`src/rtl/ilp_pkg.sv`:
```
// Package for the integer literal parser: widths, state and result types,
// character codes and the digit decode helpers. No dependencies.
package ilp_pkg;

  localparam int unsigned CHAR_W  = 8;
  localparam int unsigned VALUE_W = 64;
  localparam int unsigned TYPE_W  = 2;
  localparam int unsigned PROD_W  = VALUE_W + 4;

  typedef enum logic [1:0] {
    PH_FIRST  = 2'd0,
    PH_SECOND = 2'd1,
    PH_DIGITS = 2'd2,
    PH_SUFFIX = 2'd3
  } phase_e;

  typedef enum logic [1:0] {
    RADIX_DEC = 2'd0,
    RADIX_HEX = 2'd1,
    RADIX_BIN = 2'd2
  } radix_e;

  localparam logic [TYPE_W-1:0] TYPE_INT32  = 2'd0;
  localparam logic [TYPE_W-1:0] TYPE_UINT32 = 2'd1;
  localparam logic [TYPE_W-1:0] TYPE_INT64  = 2'd2;
  localparam logic [TYPE_W-1:0] TYPE_UINT64 = 2'd3;

  localparam logic [CHAR_W-1:0] CH_ZERO  = 8'h30;
  localparam logic [CHAR_W-1:0] CH_ONE   = 8'h31;
  localparam logic [CHAR_W-1:0] CH_NINE  = 8'h39;
  localparam logic [CHAR_W-1:0] CH_UP_A  = 8'h41;
  localparam logic [CHAR_W-1:0] CH_UP_F  = 8'h46;
  localparam logic [CHAR_W-1:0] CH_LO_A  = 8'h61;
  localparam logic [CHAR_W-1:0] CH_LO_F  = 8'h66;
  localparam logic [CHAR_W-1:0] CH_UP_X  = 8'h58;
  localparam logic [CHAR_W-1:0] CH_LO_X  = 8'h78;
  localparam logic [CHAR_W-1:0] CH_UP_B  = 8'h42;
  localparam logic [CHAR_W-1:0] CH_LO_B  = 8'h62;
  localparam logic [CHAR_W-1:0] CH_UP_U  = 8'h55;
  localparam logic [CHAR_W-1:0] CH_LO_U  = 8'h75;
  localparam logic [CHAR_W-1:0] CH_UP_L  = 8'h4C;
  localparam logic [CHAR_W-1:0] CH_LO_L  = 8'h6C;

  typedef struct packed {
    phase_e               phase;
    logic                 first_was_zero;
    radix_e               radix_sel;
    logic [VALUE_W-1:0]   accumulator;
    logic                 unsigned_flag;
    logic                 long_flag;
  } state_t;

  localparam state_t STATE_RST = '{
    phase:          PH_FIRST,
    first_was_zero: 1'b0,
    radix_sel:      RADIX_DEC,
    accumulator:    '0,
    unsigned_flag:  1'b0,
    long_flag:      1'b0
  };

  typedef struct packed {
    logic [VALUE_W-1:0] literal_value;
    logic [TYPE_W-1:0]  type_code;
  } result_t;

  function automatic logic is_dec(logic [CHAR_W-1:0] c);
    return (c >= CH_ZERO) && (c <= CH_NINE);
  endfunction

  function automatic logic is_lo_hex(logic [CHAR_W-1:0] c);
    return (c >= CH_LO_A) && (c <= CH_LO_F);
  endfunction

  function automatic logic is_up_hex(logic [CHAR_W-1:0] c);
    return (c >= CH_UP_A) && (c <= CH_UP_F);
  endfunction

  function automatic logic digit_ok(logic [CHAR_W-1:0] c, radix_e r);
    logic ok;
    case (r)
      RADIX_HEX: ok = is_dec(c) || is_lo_hex(c) || is_up_hex(c);
      RADIX_BIN: ok = (c == CH_ZERO) || (c == CH_ONE);
      default:   ok = is_dec(c);
    endcase
    return ok;
  endfunction

  function automatic logic [3:0] digit_value(logic [CHAR_W-1:0] c);
    logic [CHAR_W-1:0] v;
    if (is_lo_hex(c)) begin
      v = c - CH_LO_A + 8'd10;
    end else if (is_up_hex(c)) begin
      v = c - CH_UP_A + 8'd10;
    end else begin
      v = c - CH_ZERO;
    end
    return v[3:0];
  endfunction

endpackage

```
`src/rtl/ilp_if.sv`:
```
// Request channel interfaces of the integer literal parser: characters in,
// parsed literals out. Depends on ilp_pkg.
interface ilp_char_if;
  logic                        valid;
  logic                        ready;
  logic [ilp_pkg::CHAR_W-1:0]  char_code;
  logic                        last_char;

  modport source (output valid, char_code, last_char, input ready);
  modport sink   (input valid, char_code, last_char, output ready);
endinterface

interface ilp_lit_if;
  logic                        valid;
  logic                        ready;
  logic [ilp_pkg::VALUE_W-1:0] literal_value;
  logic [ilp_pkg::TYPE_W-1:0]  type_code;

  modport source (output valid, literal_value, type_code, input ready);
  modport sink   (input valid, literal_value, type_code, output ready);
endinterface

```
`src/rtl/ilp_step.sv`:
```
// Next-state and result logic for one character of the literal parser.
// Purely combinational. Depends on ilp_pkg.
module ilp_step (
  input  ilp_pkg::state_t            state_i,
  input  logic [ilp_pkg::CHAR_W-1:0] char_code_i,
  input  logic                       last_char_i,
  output ilp_pkg::state_t            state_o,
  output ilp_pkg::result_t           result_o
);

  ilp_pkg::radix_e                   eff_radix;
  logic [ilp_pkg::PROD_W-1:0]        scaled;
  logic [ilp_pkg::PROD_W-1:0]        sum;
  logic [ilp_pkg::VALUE_W-1:0]       acc_dig;
  logic                              dig_ok;
  logic                              is_u;
  logic                              is_l;
  logic                              is_x;
  logic                              is_b;
  ilp_pkg::state_t                   td;
  ilp_pkg::state_t                   nxt;
  logic [ilp_pkg::VALUE_W-1:0]       v;

  assign eff_radix = (state_i.phase == ilp_pkg::PH_FIRST) ? ilp_pkg::RADIX_DEC
                                                          : state_i.radix_sel;
  assign is_u = (char_code_i == ilp_pkg::CH_LO_U) || (char_code_i == ilp_pkg::CH_UP_U);
  assign is_l = (char_code_i == ilp_pkg::CH_LO_L) || (char_code_i == ilp_pkg::CH_UP_L);
  assign is_x = (char_code_i == ilp_pkg::CH_LO_X) || (char_code_i == ilp_pkg::CH_UP_X);
  assign is_b = (char_code_i == ilp_pkg::CH_LO_B) || (char_code_i == ilp_pkg::CH_UP_B);
  assign dig_ok = ilp_pkg::digit_ok(char_code_i, eff_radix);

  // acc * base as shifts, then + digit; any carry into the top nibble saturates
  always_comb begin
    case (eff_radix)
      ilp_pkg::RADIX_HEX: scaled = {state_i.accumulator, 4'b0000};
      ilp_pkg::RADIX_BIN: scaled = {3'b000, state_i.accumulator, 1'b0};
      default:            scaled = {1'b0, state_i.accumulator, 3'b000}
                                 + {3'b000, state_i.accumulator, 1'b0};
    endcase
  end

  assign sum     = scaled + {{(ilp_pkg::PROD_W-4){1'b0}}, ilp_pkg::digit_value(char_code_i)};
  assign acc_dig = (sum[ilp_pkg::PROD_W-1:ilp_pkg::VALUE_W] != '0) ? '1
                                                               : sum[ilp_pkg::VALUE_W-1:0];

  always_comb begin
    td           = state_i;
    td.radix_sel = eff_radix;
    if (dig_ok) begin
      td.accumulator = acc_dig;
      td.phase       = ilp_pkg::PH_DIGITS;
    end else begin
      td.phase         = ilp_pkg::PH_SUFFIX;
      td.unsigned_flag = state_i.unsigned_flag | is_u;
      td.long_flag     = state_i.long_flag | is_l;
    end
  end

  always_comb begin
    nxt = state_i;
    unique case (state_i.phase)
      ilp_pkg::PH_FIRST: begin
        nxt                = td;
        nxt.radix_sel      = ilp_pkg::RADIX_DEC;
        nxt.first_was_zero = (char_code_i == ilp_pkg::CH_ZERO);
        if (td.phase == ilp_pkg::PH_DIGITS) begin
          nxt.phase = ilp_pkg::PH_SECOND;
        end
      end
      ilp_pkg::PH_SECOND: begin
        if (state_i.first_was_zero && !last_char_i && is_x) begin
          nxt.radix_sel = ilp_pkg::RADIX_HEX;
          nxt.phase     = ilp_pkg::PH_DIGITS;
        end else if (state_i.first_was_zero && !last_char_i && is_b) begin
          nxt.radix_sel = ilp_pkg::RADIX_BIN;
          nxt.phase     = ilp_pkg::PH_DIGITS;
        end else begin
          nxt = td;
        end
      end
      ilp_pkg::PH_DIGITS: begin
        nxt = td;
      end
      ilp_pkg::PH_SUFFIX: begin
        nxt.unsigned_flag = state_i.unsigned_flag | is_u;
        nxt.long_flag     = state_i.long_flag | is_l;
      end
      default: begin
        nxt = state_i;
      end
    endcase
  end

  assign v = nxt.accumulator;

  always_comb begin
    result_o.literal_value = v;
    if (!nxt.long_flag && !nxt.unsigned_flag) begin
      if (v[ilp_pkg::VALUE_W-1:31] == '0) begin
        result_o.type_code = ilp_pkg::TYPE_INT32;
      end else if (!v[ilp_pkg::VALUE_W-1]) begin
        result_o.type_code = ilp_pkg::TYPE_INT64;
      end else begin
        result_o.type_code = ilp_pkg::TYPE_UINT64;
      end
    end else if (!nxt.long_flag) begin
      result_o.type_code = (v[ilp_pkg::VALUE_W-1:32] == '0) ? ilp_pkg::TYPE_UINT32
                                                           : ilp_pkg::TYPE_UINT64;
    end else if (!nxt.unsigned_flag) begin
      result_o.type_code = !v[ilp_pkg::VALUE_W-1] ? ilp_pkg::TYPE_INT64
                                                  : ilp_pkg::TYPE_UINT64;
    end else begin
      result_o.type_code = ilp_pkg::TYPE_UINT64;
    end
  end

  assign state_o = last_char_i ? ilp_pkg::STATE_RST : nxt;

endmodule

```
`src/rtl/integer_literal_parser.sv`:
```
// Top level of the integer literal parser: parse state register, result
// register with skid entry, request handshakes. Depends on ilp_pkg, ilp_if,
// ilp_step.
//
//   channel  dir  payload                       request
//   chr_i    in   char_code[7:0], last_char     one token character
//   lit_o    out  literal_value[63:0], type[1:0] one parsed literal per token
//
// One character is taken per cycle while chr_i is ready; the parse state updates at the accept.
// A token's literal goes to the output register, or to skid if that is full.
// A two-entry result buffer (output register plus skid) keeps chr_i open while
// one literal waits; chr_i stalls only when both entries are full.
// Reset clears the parse state and empties the result buffer.
module integer_literal_parser (
  input  logic        clk_i,
  input  logic        rst_ni,
  ilp_char_if.sink    chr_i,
  ilp_lit_if.source   lit_o
);

  ilp_pkg::state_t  state_q, state_d;
  ilp_pkg::result_t step_res;
  ilp_pkg::result_t main_q, skid_q;
  logic             main_valid_q, skid_valid_q;
  logic             accept, push, pop;

  ilp_step u_step (
    .state_i     (state_q),
    .char_code_i (chr_i.char_code),
    .last_char_i (chr_i.last_char),
    .state_o     (state_d),
    .result_o    (step_res)
  );

  assign chr_i.ready = !skid_valid_q;
  assign accept      = chr_i.valid && chr_i.ready;
  assign push        = accept && chr_i.last_char;
  assign pop         = main_valid_q && lit_o.ready;

  always_ff @(posedge clk_i or negedge rst_ni) begin
    if (!rst_ni) begin
      state_q <= ilp_pkg::STATE_RST;
    end else if (accept) begin
      state_q <= state_d;
    end
  end

  always_ff @(posedge clk_i or negedge rst_ni) begin
    if (!rst_ni) begin
      main_valid_q <= 1'b0;
      skid_valid_q <= 1'b0;
    end else if (!main_valid_q || pop) begin
      main_valid_q <= skid_valid_q || push;
      skid_valid_q <= 1'b0;
    end else if (push) begin
      skid_valid_q <= 1'b1;
    end
  end

  always_ff @(posedge clk_i) begin
    if (!main_valid_q || pop) begin
      main_q <= skid_valid_q ? skid_q : step_res;
    end
    if (push && main_valid_q && !pop) begin
      skid_q <= step_res;
    end
  end

  assign lit_o.valid         = main_valid_q;
  assign lit_o.literal_value = main_q.literal_value;
  assign lit_o.type_code     = main_q.type_code;

`ifndef NO_ASSERTIONS
  a_skid_behind_main: assert property (@(posedge clk_i) disable iff (!rst_ni)
    skid_valid_q |-> main_valid_q)
    else $error("skid entry full while output register empty");

  a_last_yields_result: assert property (@(posedge clk_i) disable iff (!rst_ni)
    push |=> lit_o.valid)
    else $error("last character accepted but no literal presented");

  a_last_resets_state: assert property (@(posedge clk_i) disable iff (!rst_ni)
    push |=> (state_q.phase == ilp_pkg::PH_FIRST) && (state_q.accumulator == '0)
             && !state_q.unsigned_flag && !state_q.long_flag)
    else $error("parse state not cleared after end of token");
`endif

endmodule
```
`src/flat_wrapper.sv`:
```
// flat-port wrapper written by rule: the top's interface ports become plain ports
module integer_literal_parser_flat 
  (clk_i, rst_ni, chr_i_valid, chr_i_char_code, chr_i_last_char, chr_i_ready, lit_o_valid, lit_o_literal_value, lit_o_type_code, lit_o_ready);
  ilp_char_if chr_i_i ();
  ilp_lit_if lit_o_i ();
  input  logic clk_i;
  input  logic rst_ni;
  input wire logic [$bits(chr_i_i.valid)-1:0] chr_i_valid;
  input wire logic [$bits(chr_i_i.char_code)-1:0] chr_i_char_code;
  input wire logic [$bits(chr_i_i.last_char)-1:0] chr_i_last_char;
  output wire logic [$bits(chr_i_i.ready)-1:0] chr_i_ready;
  output wire logic [$bits(lit_o_i.valid)-1:0] lit_o_valid;
  output wire logic [$bits(lit_o_i.literal_value)-1:0] lit_o_literal_value;
  output wire logic [$bits(lit_o_i.type_code)-1:0] lit_o_type_code;
  input wire logic [$bits(lit_o_i.ready)-1:0] lit_o_ready;
  assign chr_i_i.valid = chr_i_valid;
  assign chr_i_i.char_code = chr_i_char_code;
  assign chr_i_i.last_char = chr_i_last_char;
  assign chr_i_ready = chr_i_i.ready;
  assign lit_o_valid = lit_o_i.valid;
  assign lit_o_literal_value = lit_o_i.literal_value;
  assign lit_o_type_code = lit_o_i.type_code;
  assign lit_o_i.ready = lit_o_ready;
  integer_literal_parser u_core (.clk_i(clk_i), .rst_ni(rst_ni), .chr_i(chr_i_i), .lit_o(lit_o_i));
endmodule
```
`config.mk`:
```
export PLATFORM = sky130hd
export DESIGN_NAME = integer_literal_parser_flat
export DESIGN_NICKNAME = d
export VERILOG_FILES = /design/src/rtl/ilp_pkg.sv /design/src/rtl/ilp_if.sv /design/src/rtl/ilp_step.sv /design/src/rtl/integer_literal_parser.sv /design/src/flat_wrapper.sv
export SDC_FILE = /design/constraint.sdc
export NUM_CORES = 1
export LEC_CHECK = 0
export BUFFER_PORTS_ARGS = -buffer_cell sky130_fd_sc_hd__buf_4
export CORE_ASPECT_RATIO = 1.25
export CORE_MARGIN = 2
export CORE_UTILIZATION = 40
export CTS_CLUSTER_SIZE = 12
export DETAILED_ROUTE_END_ITERATION = 8
export HOLD_SLACK_MARGIN = 0.03
export PLACE_DENSITY = 0.6
export SETUP_SLACK_MARGIN = 0.05
export SKIP_CTS_REPAIR_TIMING = 1
export SLEW_MARGIN = 20
export SYNTH_ARGS = -nofsm -noshare
export SYNTH_HDL_FRONTEND = slang
export SYNTH_SLANG_ARGS = --single-unit
```
`constraint.sdc`:
```
create_clock -name clk_i -period 18.5 [get_ports clk_i]
set_input_delay 4.625 -clock clk_i [delete_from_list [all_inputs] [get_ports clk_i]]
set_output_delay 4.625 -clock clk_i [all_outputs]
set_load 0.03 [all_outputs]
```
==> results of run 1 <==
state kept, by name (all words and copies together) (netlist names):
name	cells
u_core.state_q	71
u_core.skid_q	66
u_core.lit_o.literal_value	64
u_core.lit_o.type_code	2
u_core.lit_o.valid	1
u_core.skid_valid_q	1
report_power, final:
group | internal, W | leakage, nW | total [W] | switching [W]
Sequential | 0.000517 | 2.37 | 0.000536 | 0.0000191
Clock | 0.000229 | 0.319 | 0.000414 | 0.000184
Combinational | 0.0000779 | 4.73 | 0.000263 | 0.000185
Yosys cell counts, types with 22 or more instances:
master,instances,area share
a22o_1,59,0.030
o21ai_0,168,0.049
nand3_1,46,0.013
edfxtp_1,132,0.23
xor2_1,36,0.018
a31oi_1,31,0.011
a21o_1,24,0.010
and3_1,22,0.0080
buf_2,31,0.0090
clkbuf_1,75,0.016
nor3_1,45,0.013
dfrtp_1,73,0.11
nand4_1,50,0.018
nor4_1,27,0.0098
ha_1,76,0.055
a21oi_1,156,0.045
a221oi_1,37,0.019
nor2_1,135,0.029
nand2_1,292,0.064
inv_1,38,0.0083
mux2_2,48,0.031
xnor2_1,34,0.017
cell type report:
type	instances	area (sq um)	share of cell area
clock buffers	30	602	0.0319
flip-flops and latches	205	5790	0.307
well taps	565	707	0.0375
inverters	41	154	0.00817
clock inverters	10	53.8	0.00286
repair buffers	98	736	0.0391
multi-input cells	1651	10800	0.573
worst max-delay path, cell delays in order:
cell	delay, ns
buf_4	0.13
inv_1	0.09
ha_1	0.19
or3b_2	0.47
o211ai_1	0.30
inv_1	0.14
nand2_1	0.10
xnor2_1	0.10
ha_1	0.29
a21o_1	0.11
a21oi_1	0.10
nor3b_1	0.35
or3b_4	0.44
and4bb_1	0.33
nor4b_4	0.30
nor4b_4	0.45
nand4_1	0.29
or3_4	0.45
nor4b_4	0.27
o2111ai_2	0.25
a21oi_4	0.54
nor2_1	0.14
and3b_1	0.27
inv_1	0.06
nor4_1	0.31
nand4b_1	0.21
nor4_2	0.40
a41oi_1	0.17
per-layer routing:
metal  vias to the layer above  routed length, um  track usage  share of wire
met5                         -                  0            0              0
met4                         0               4750        0.173          0.074
met3                       215               3320       0.0248          0.052
met2                       742              31000        0.483           0.48
met1                      8225              25000        0.336           0.39
li1                       7771                  -            -              -
metrics by stage:
| stage | total power (W) | util | hold WS (ns) | instances | instance area (sq um) |
|---|---|---|---|---|---|
| detailed placement | 0.000805 | 0.424 | 0.485 | 2560 | 18200 |
| global placement | 0.000802 | 0.424 | 0.473 | 2560 | 18200 |
| finish | 0.00121 | 0.440 | 0.502 | 2600 | 18800 |
| floorplan | 0.000714 | - | 0.451 | 2026 | 17200 |
| CTS | 0.00121 | 0.439 | 0.498 | 2600 | 18800 |
| global route | 0.00126 | 0.440 | 0.506 | 2600 | 18800 |
kinds of logic (layout without fill, tap and decap cells):
group | Yosys count | after routing | synth area share
AO/OA/AOI/OAI | 693 | 693 | 0.272
XOR/XNOR | 70 | 70 | 0.0355
adder cells (fa/ha/maj) | 78 | 78 | 0.0575
buffers and inverters | 170 | 179 | 0.0411
flip-flops | 205 | 205 | 0.336
multiplexers | 57 | 57 | 0.0366
AND/OR/NAND/NOR | 753 | 753 | 0.221
path summary, 6_finish.rpt:
path / slack, ns / from / endpoint
max in group asynchronous: 13.39 / rst_ni / u_core.state_q[55]
setup / recovery: 6.84 / chr_i_char_code[0] / u_core.lit_o.type_code[1]
min in group asynchronous: 3.94 / rst_ni / u_core.state_q[10]
setup reg to reg: 10.28 / u_core.state_q[69] / u_core.lit_o.type_code[1]
hold / removal: 0.50 / u_core.state_q[67] / u_core.state_q[67]
hold reg to reg: 0.50 / u_core.state_q[67] / u_core.state_q[67]
==> impl_metrics.json, run 1 <==
{
  "status": "finished, final reports clean",
  "clkTransAtPathRegs_ns": 0.06,
  "worst_clock_skew_ns": 0.0233,
  "chipWidth_um": 190,
  "seq_area_frac_synth": 0.336,
  "ys_warn_count": 0,
  "area_growth_pct": 9.23,
  "synth_seq_cells": 205,
  "drc": 0,
  "maxSlewHeadroom": 0.327,
  "ant_nets": 0,
  "maxCapViolations": 0,
  "critPathRequiredTime_ns": 18.73,
  "cts.sinks": 205,
  "p_leak_nw": 7.41,
  "max-vdd-ir-drop_v": 0.0000662,
  "pwr_density_cell_nw_per_um2": 64.4,
  "vias": 17000,
  "cts_root_buf": "clkbuf_16",
  "drtIter0Drc": 1629,
  "insertedDiodeCount": 0,
  "nets": 2111,
  "die_area_sq_um": 44800,
  "firstDrtPassIters": 6,
  "synth_area_sq_um": 17200,
  "cts_tree": "yes",
  "setup_viol_count_final": 0,
  "post_drt_wl_per_cell_um": 24.7,
  "mostFrequentLayoutCells": "nand2_1 (291), o21ai_0 (168), a21oi_1 (156)",
  "cp.arrival_ns": 11.89,
  "setup_tns_ns": 0,
  "timing.final.crit_period_ns": 11.66,
  "async_reset_ff_frac": 0.356,
  "max_freq_mhz": 85.8,
  "preCtsSetupSlack_ns": 6.51,
  "critical_path_class": "input pin to flip-flop",
  "wl_mm": 64.1,
  "cts-buffers-inserted": 23,
  "r2r_cells": 27,
  "clock_latency_ns": 0.52,
  "period_share": 0.630,
  "drive_gt1_frac": 0.118,
  "synth.net_count": 2117,
  "start_util": 0.402,
  "io_pins": 81,
  "slew_viol_final": 0,
  "grt-ovfl-total": 0,
  "grt_pass1_wl_mm": 97.4,
  "grt_use_total": 0.280,
  "rows": 85,
  "layout_commonest_cell": "nand2_1",
  "place_hpwl_mm": 48.5,
  "port_buffers": 80,
  "crit_fanout": 15,
  "antenna_found_initial": 0,
  "die_h_um": 236,
  "end_kind": "flip-flop",
  "worst_setup_path_start_kind": "input pin",
  "synth-edff-count": 132,
  "grt_pass1_vias": 16200,
  "rsz0062_at_grt": "no",
  "grt_max_degree": 94,
  "worst_pin_slew_ns": 1.00,
  "synth.distinct_cells": 113,
  "place.gp.congestion": 0.995,
  "synthFlopType": "edfxtp_1",
  "whs_path_depth": 2,
  "htree_levels": 1,
  "clock_path_buffers": 3,
  "vias_per_cell": 6.52,
  "hold_class": "flip-flop to flip-flop",
  "syn_area_per_cell_sq_um": 8.51,
  "final-hold-violation-count": 0,
  "setup_ws_ns": 6.84,
  "nFillCells": 4178,
  "coreArea_sq_um": 42900,
  "netlist_instances": 2026
}
Power figures use the tool's default switching activity.
==> run 2: changes to the inputs <==
--- a/config.mk
+++ b/config.mk
@@ -5,6 +5,7 @@
 export SDC_FILE = /design/constraint.sdc
 export NUM_CORES = 1
 export LEC_CHECK = 0
+export ABC_AREA = 1
 export BUFFER_PORTS_ARGS = -buffer_cell sky130_fd_sc_hd__buf_4
 export CORE_ASPECT_RATIO = 1.25
 export CORE_MARGIN = 2
@@ -12,7 +13,7 @@
 export CTS_CLUSTER_SIZE = 12
 export DETAILED_ROUTE_END_ITERATION = 8
 export HOLD_SLACK_MARGIN = 0.03
-export PLACE_DENSITY = 0.6
+export PLACE_DENSITY = 0.62
 export SETUP_SLACK_MARGIN = 0.05
 export SKIP_CTS_REPAIR_TIMING = 1
 export SLEW_MARGIN = 20
==> constraint.sdc (replaced) <==
create_clock -name clk_i -period 9.9 [get_ports clk_i]
set_input_delay 2.475 -clock clk_i [delete_from_list [all_inputs] [get_ports clk_i]]
set_output_delay 2.475 -clock clk_i [all_outputs]
set_load 0.03 [all_outputs]
==> run 2 against run 1 <==
Critical path depth grew 7. First-iteration DRC count up 7.0%. Clock power rose by 100%. Non-clock buffer count stayed put. Critical path type unchanged. Largest power group is now combinational cells.
==> impl_metrics.json, run 2 <==
{
  "io_pins": 81,
  "grt-ovfl-total": 0,
  "setup_tns_ns": 0,
  "slew_viol_final": 0,
  "rsz0062_at_grt": "no",
  "seq_area_frac_synth": 0.294,
  "grt_max_degree": 99,
  "netlist_instances": 3146,
  "rows": 91,
  "maxSlewHeadroom": 0.285,
  "synth_fa_ha_area_frac": 0.0503,
  "die_h_um": 252,
  "place.gp.congestion": 0.992,
  "cts-buffers-inserted": 22,
  "max_stage_delay_ns": 0.44,
  "worstSetupStartpoint": "chr_i_char_code[0]",
  "synth_area_sq_um": 19700,
  "worst_clock_skew_ns": 0.0314,
  "regMostFlops": "u_core.state_q",
  "mostFrequentLayoutCells": "nand2_1 (1030), inv_1 (568), nand3_1 (264)",
  "critical_path_class": "input pin to flip-flop",
  "synth.net_count": 3237,
  "grt_use_total": 0.278,
  "synth.distinct_cells": 44,
  "clock_path_buffers": 3,
  "max-vdd-ir-drop_v": 0.000171,
  "status": "finished, final reports clean",
  "dr.max_layer_used": "met4",
  "drt-met1-wl_mm": 28.2,
  "worst-r2r-setup-slack_ns": 2.84,
  "async_reset_ff_frac": 0.356,
  "cp.arrival_ns": 8.01,
  "clock_latency_ns": 0.54,
  "slowest_stage": "nor2_4",
  "period_share": 0.780,
  "p_leak_nw": 10.8,
  "worstReg2RegStart": "u_core.state_q[69]",
  "vias": 20100,
  "antenna_found_initial": 0,
  "fin_util": 0.439,
  "dr_wl_met3_mm": 3.18,
  "worst_setup_path_start_kind": "input pin",
  "layout_commonest_cell": "nand2_1",
  "port_buffers": 80,
  "synth_compound_area_frac": 0.133,
  "post_drt_wl_per_cell_um": 18.7,
  "wl_mm": 71.8,
  "synth_most_common_cell": "nand2_1",
  "worst_pin_slew_ns": 1.07,
  "yosysTopAreaCell": "edfxtp_1",
  "start_util": 0.402,
  "synth_xor_area_frac": 0.0262,
  "synth_top_family_by_area": "simple AND/OR/NAND/NOR gates",
  "synthMuxAreaShare": 0,
  "nFillCells": 5355,
  "ant_nets": 0,
  "cts_tree": "yes",
  "grt_pass1_vias": 19000,
  "synthTopCellsByArea": "edfxtp_1 (20%), nand2_1 (20%), inv_1 (11%)",
  "drive_gt1_frac": 0.0809,
  "largest_reg_flops": 71,
  "dr_wl_met2_mm": 34.6,
  "vias_per_cell": 5.25,
  "place_hpwl_mm": 55.6,
  "die_area_sq_um": 51100,
  "drc": 0,
  "critPathRequiredTime_ns": 10.18,
  "synth-edff-count": 132,
  "drtIter0Drc": 1743,
  "maxCapViolations": 0,
  "synth_top_area_frac": 0.201,
  "synth_seq_cells": 205,
  "yosys.area_share.simple": 0.358,
  "cpMostUsedCell": "nand3_1",
  "end_kind": "flip-flop",
  "chipWidth_um": 203,
  "grt_pass1_wl_mm": 110,
  "syn_area_per_cell_sq_um": 6.27,
  "area_growth_pct": 9.28,
  "coreArea_sq_um": 49100,
  "htree_levels": 1,
  "clkTransAtPathRegs_ns": 0.06,
  "cts.sinks": 205,
  "hold_class": "flip-flop to flip-flop",
  "timing.final.crit_period_ns": 7.72,
  "ys_warn_count": 0,
  "insertedDiodeCount": 0,
  "crit_fanout": 24,
  "final-hold-violation-count": 0,
  "min_from": "u_core.state_q[68]",
  "nets": 3253,
  "synthFlopType": "edfxtp_1",
  "cts_root_buf": "clkbuf_16",
  "firstDrtPassIters": 5,
  "setup_viol_count_final": 0,
  "pwr_density_cell_nw_per_um2": 218,
  "max_freq_mhz": 129,
  "netlist_top_cells_count": "nand2_1 (1032), inv_1 (571), nand3_1 (264)"
}
-- run 2: changes by cell type after synthesis, moves of 51 or more --
| cell | delta |
|---|---|
| a22o_1 | -59 |
| nand3_1 | +218 |
| a21oi_1 | -70 |
| o21ai_0 | -51 |
| nand2_1 | +740 |
| nor2_1 | +74 |
| o221ai_1 | +69 |
| o22ai_1 | +77 |
| inv_1 | +533 |
-- run 2: area by class of cell --
type / count / area, sq um / area share
Tap cell: 651 / 815 / 0.0378
Multi-Input combinational cell: 2226 / 11200 / 0.521
Sequential cell: 205 / 5790 / 0.269
Inverter: 609 / 2290 / 0.106
Timing Repair Buffer: 98 / 736 / 0.0341
Clock inverter: 6 / 90.1 / 0.00418
Clock buffer: 33 / 612 / 0.0284
-- run 2: cell families (layout without fill, tap and decap cells) --
family                   count (synthesis)  in the layout
AO/OA/AOI/OAI                          428            428
XOR/XNOR                                59             59
adder cells (fa/ha/maj)                 78             78
buffers and inverters                  715            746
flip-flops                             205            205
AND/OR/NAND/NOR                       1661           1661
-- run 2: path summary, 6_finish.rpt --
path / endpoint / cells after the start
setup reg to reg: u_core.lit_o.type_code[1] / 34
max in group asynchronous: u_core.skid_valid_q / 2
setup / recovery: u_core.lit_o.type_code[1] / 35
min in group asynchronous: u_core.state_q[9] / 1
hold / removal: u_core.state_q[68] / 2
hold reg to reg: u_core.state_q[68] / 2
-- run 2: per-stage QoR --
step	hold WS [ns]	cell area (sq um)	worst slack (ns)	total power [W]	instances
2_1_floorplan	0.447	19700	0.559	0.00298	3146
3_3_place_gp	0.466	20800	1.86	0.00387	3789
3_5_place_dp	0.472	20800	1.68	0.00388	3789
4_1_cts	0.486	21600	2.22	0.00471	3828
5_1_grt	0.523	21600	1.54	0.00500	3828
6_report	0.484	21600	2.18	0.00470	3828
-- run 2: critical path: cells and delay by family --
family | cells | cell delay, ns
simple gates | 22 | 3.48
compound gates | 5 | 0.82
fa+ha+maj | 3 | 0.68
buf+inv | 5 | 0.51
-- run 2: power by group --
part           internal [W]  total, W  leakage, nW  switching (W)
clock network      0.000480  0.000827        0.341       0.000347
logic              0.000733   0.00243         8.09        0.00170
registers           0.00119   0.00144         2.33       0.000253
-- run 2: per-layer routing --
metal,vias up,GRT usage
li1,10200,-
met1,9113,0.324
met2,639,0.484
met3,166,0.0223
met4,0,0.195
met5,-,0
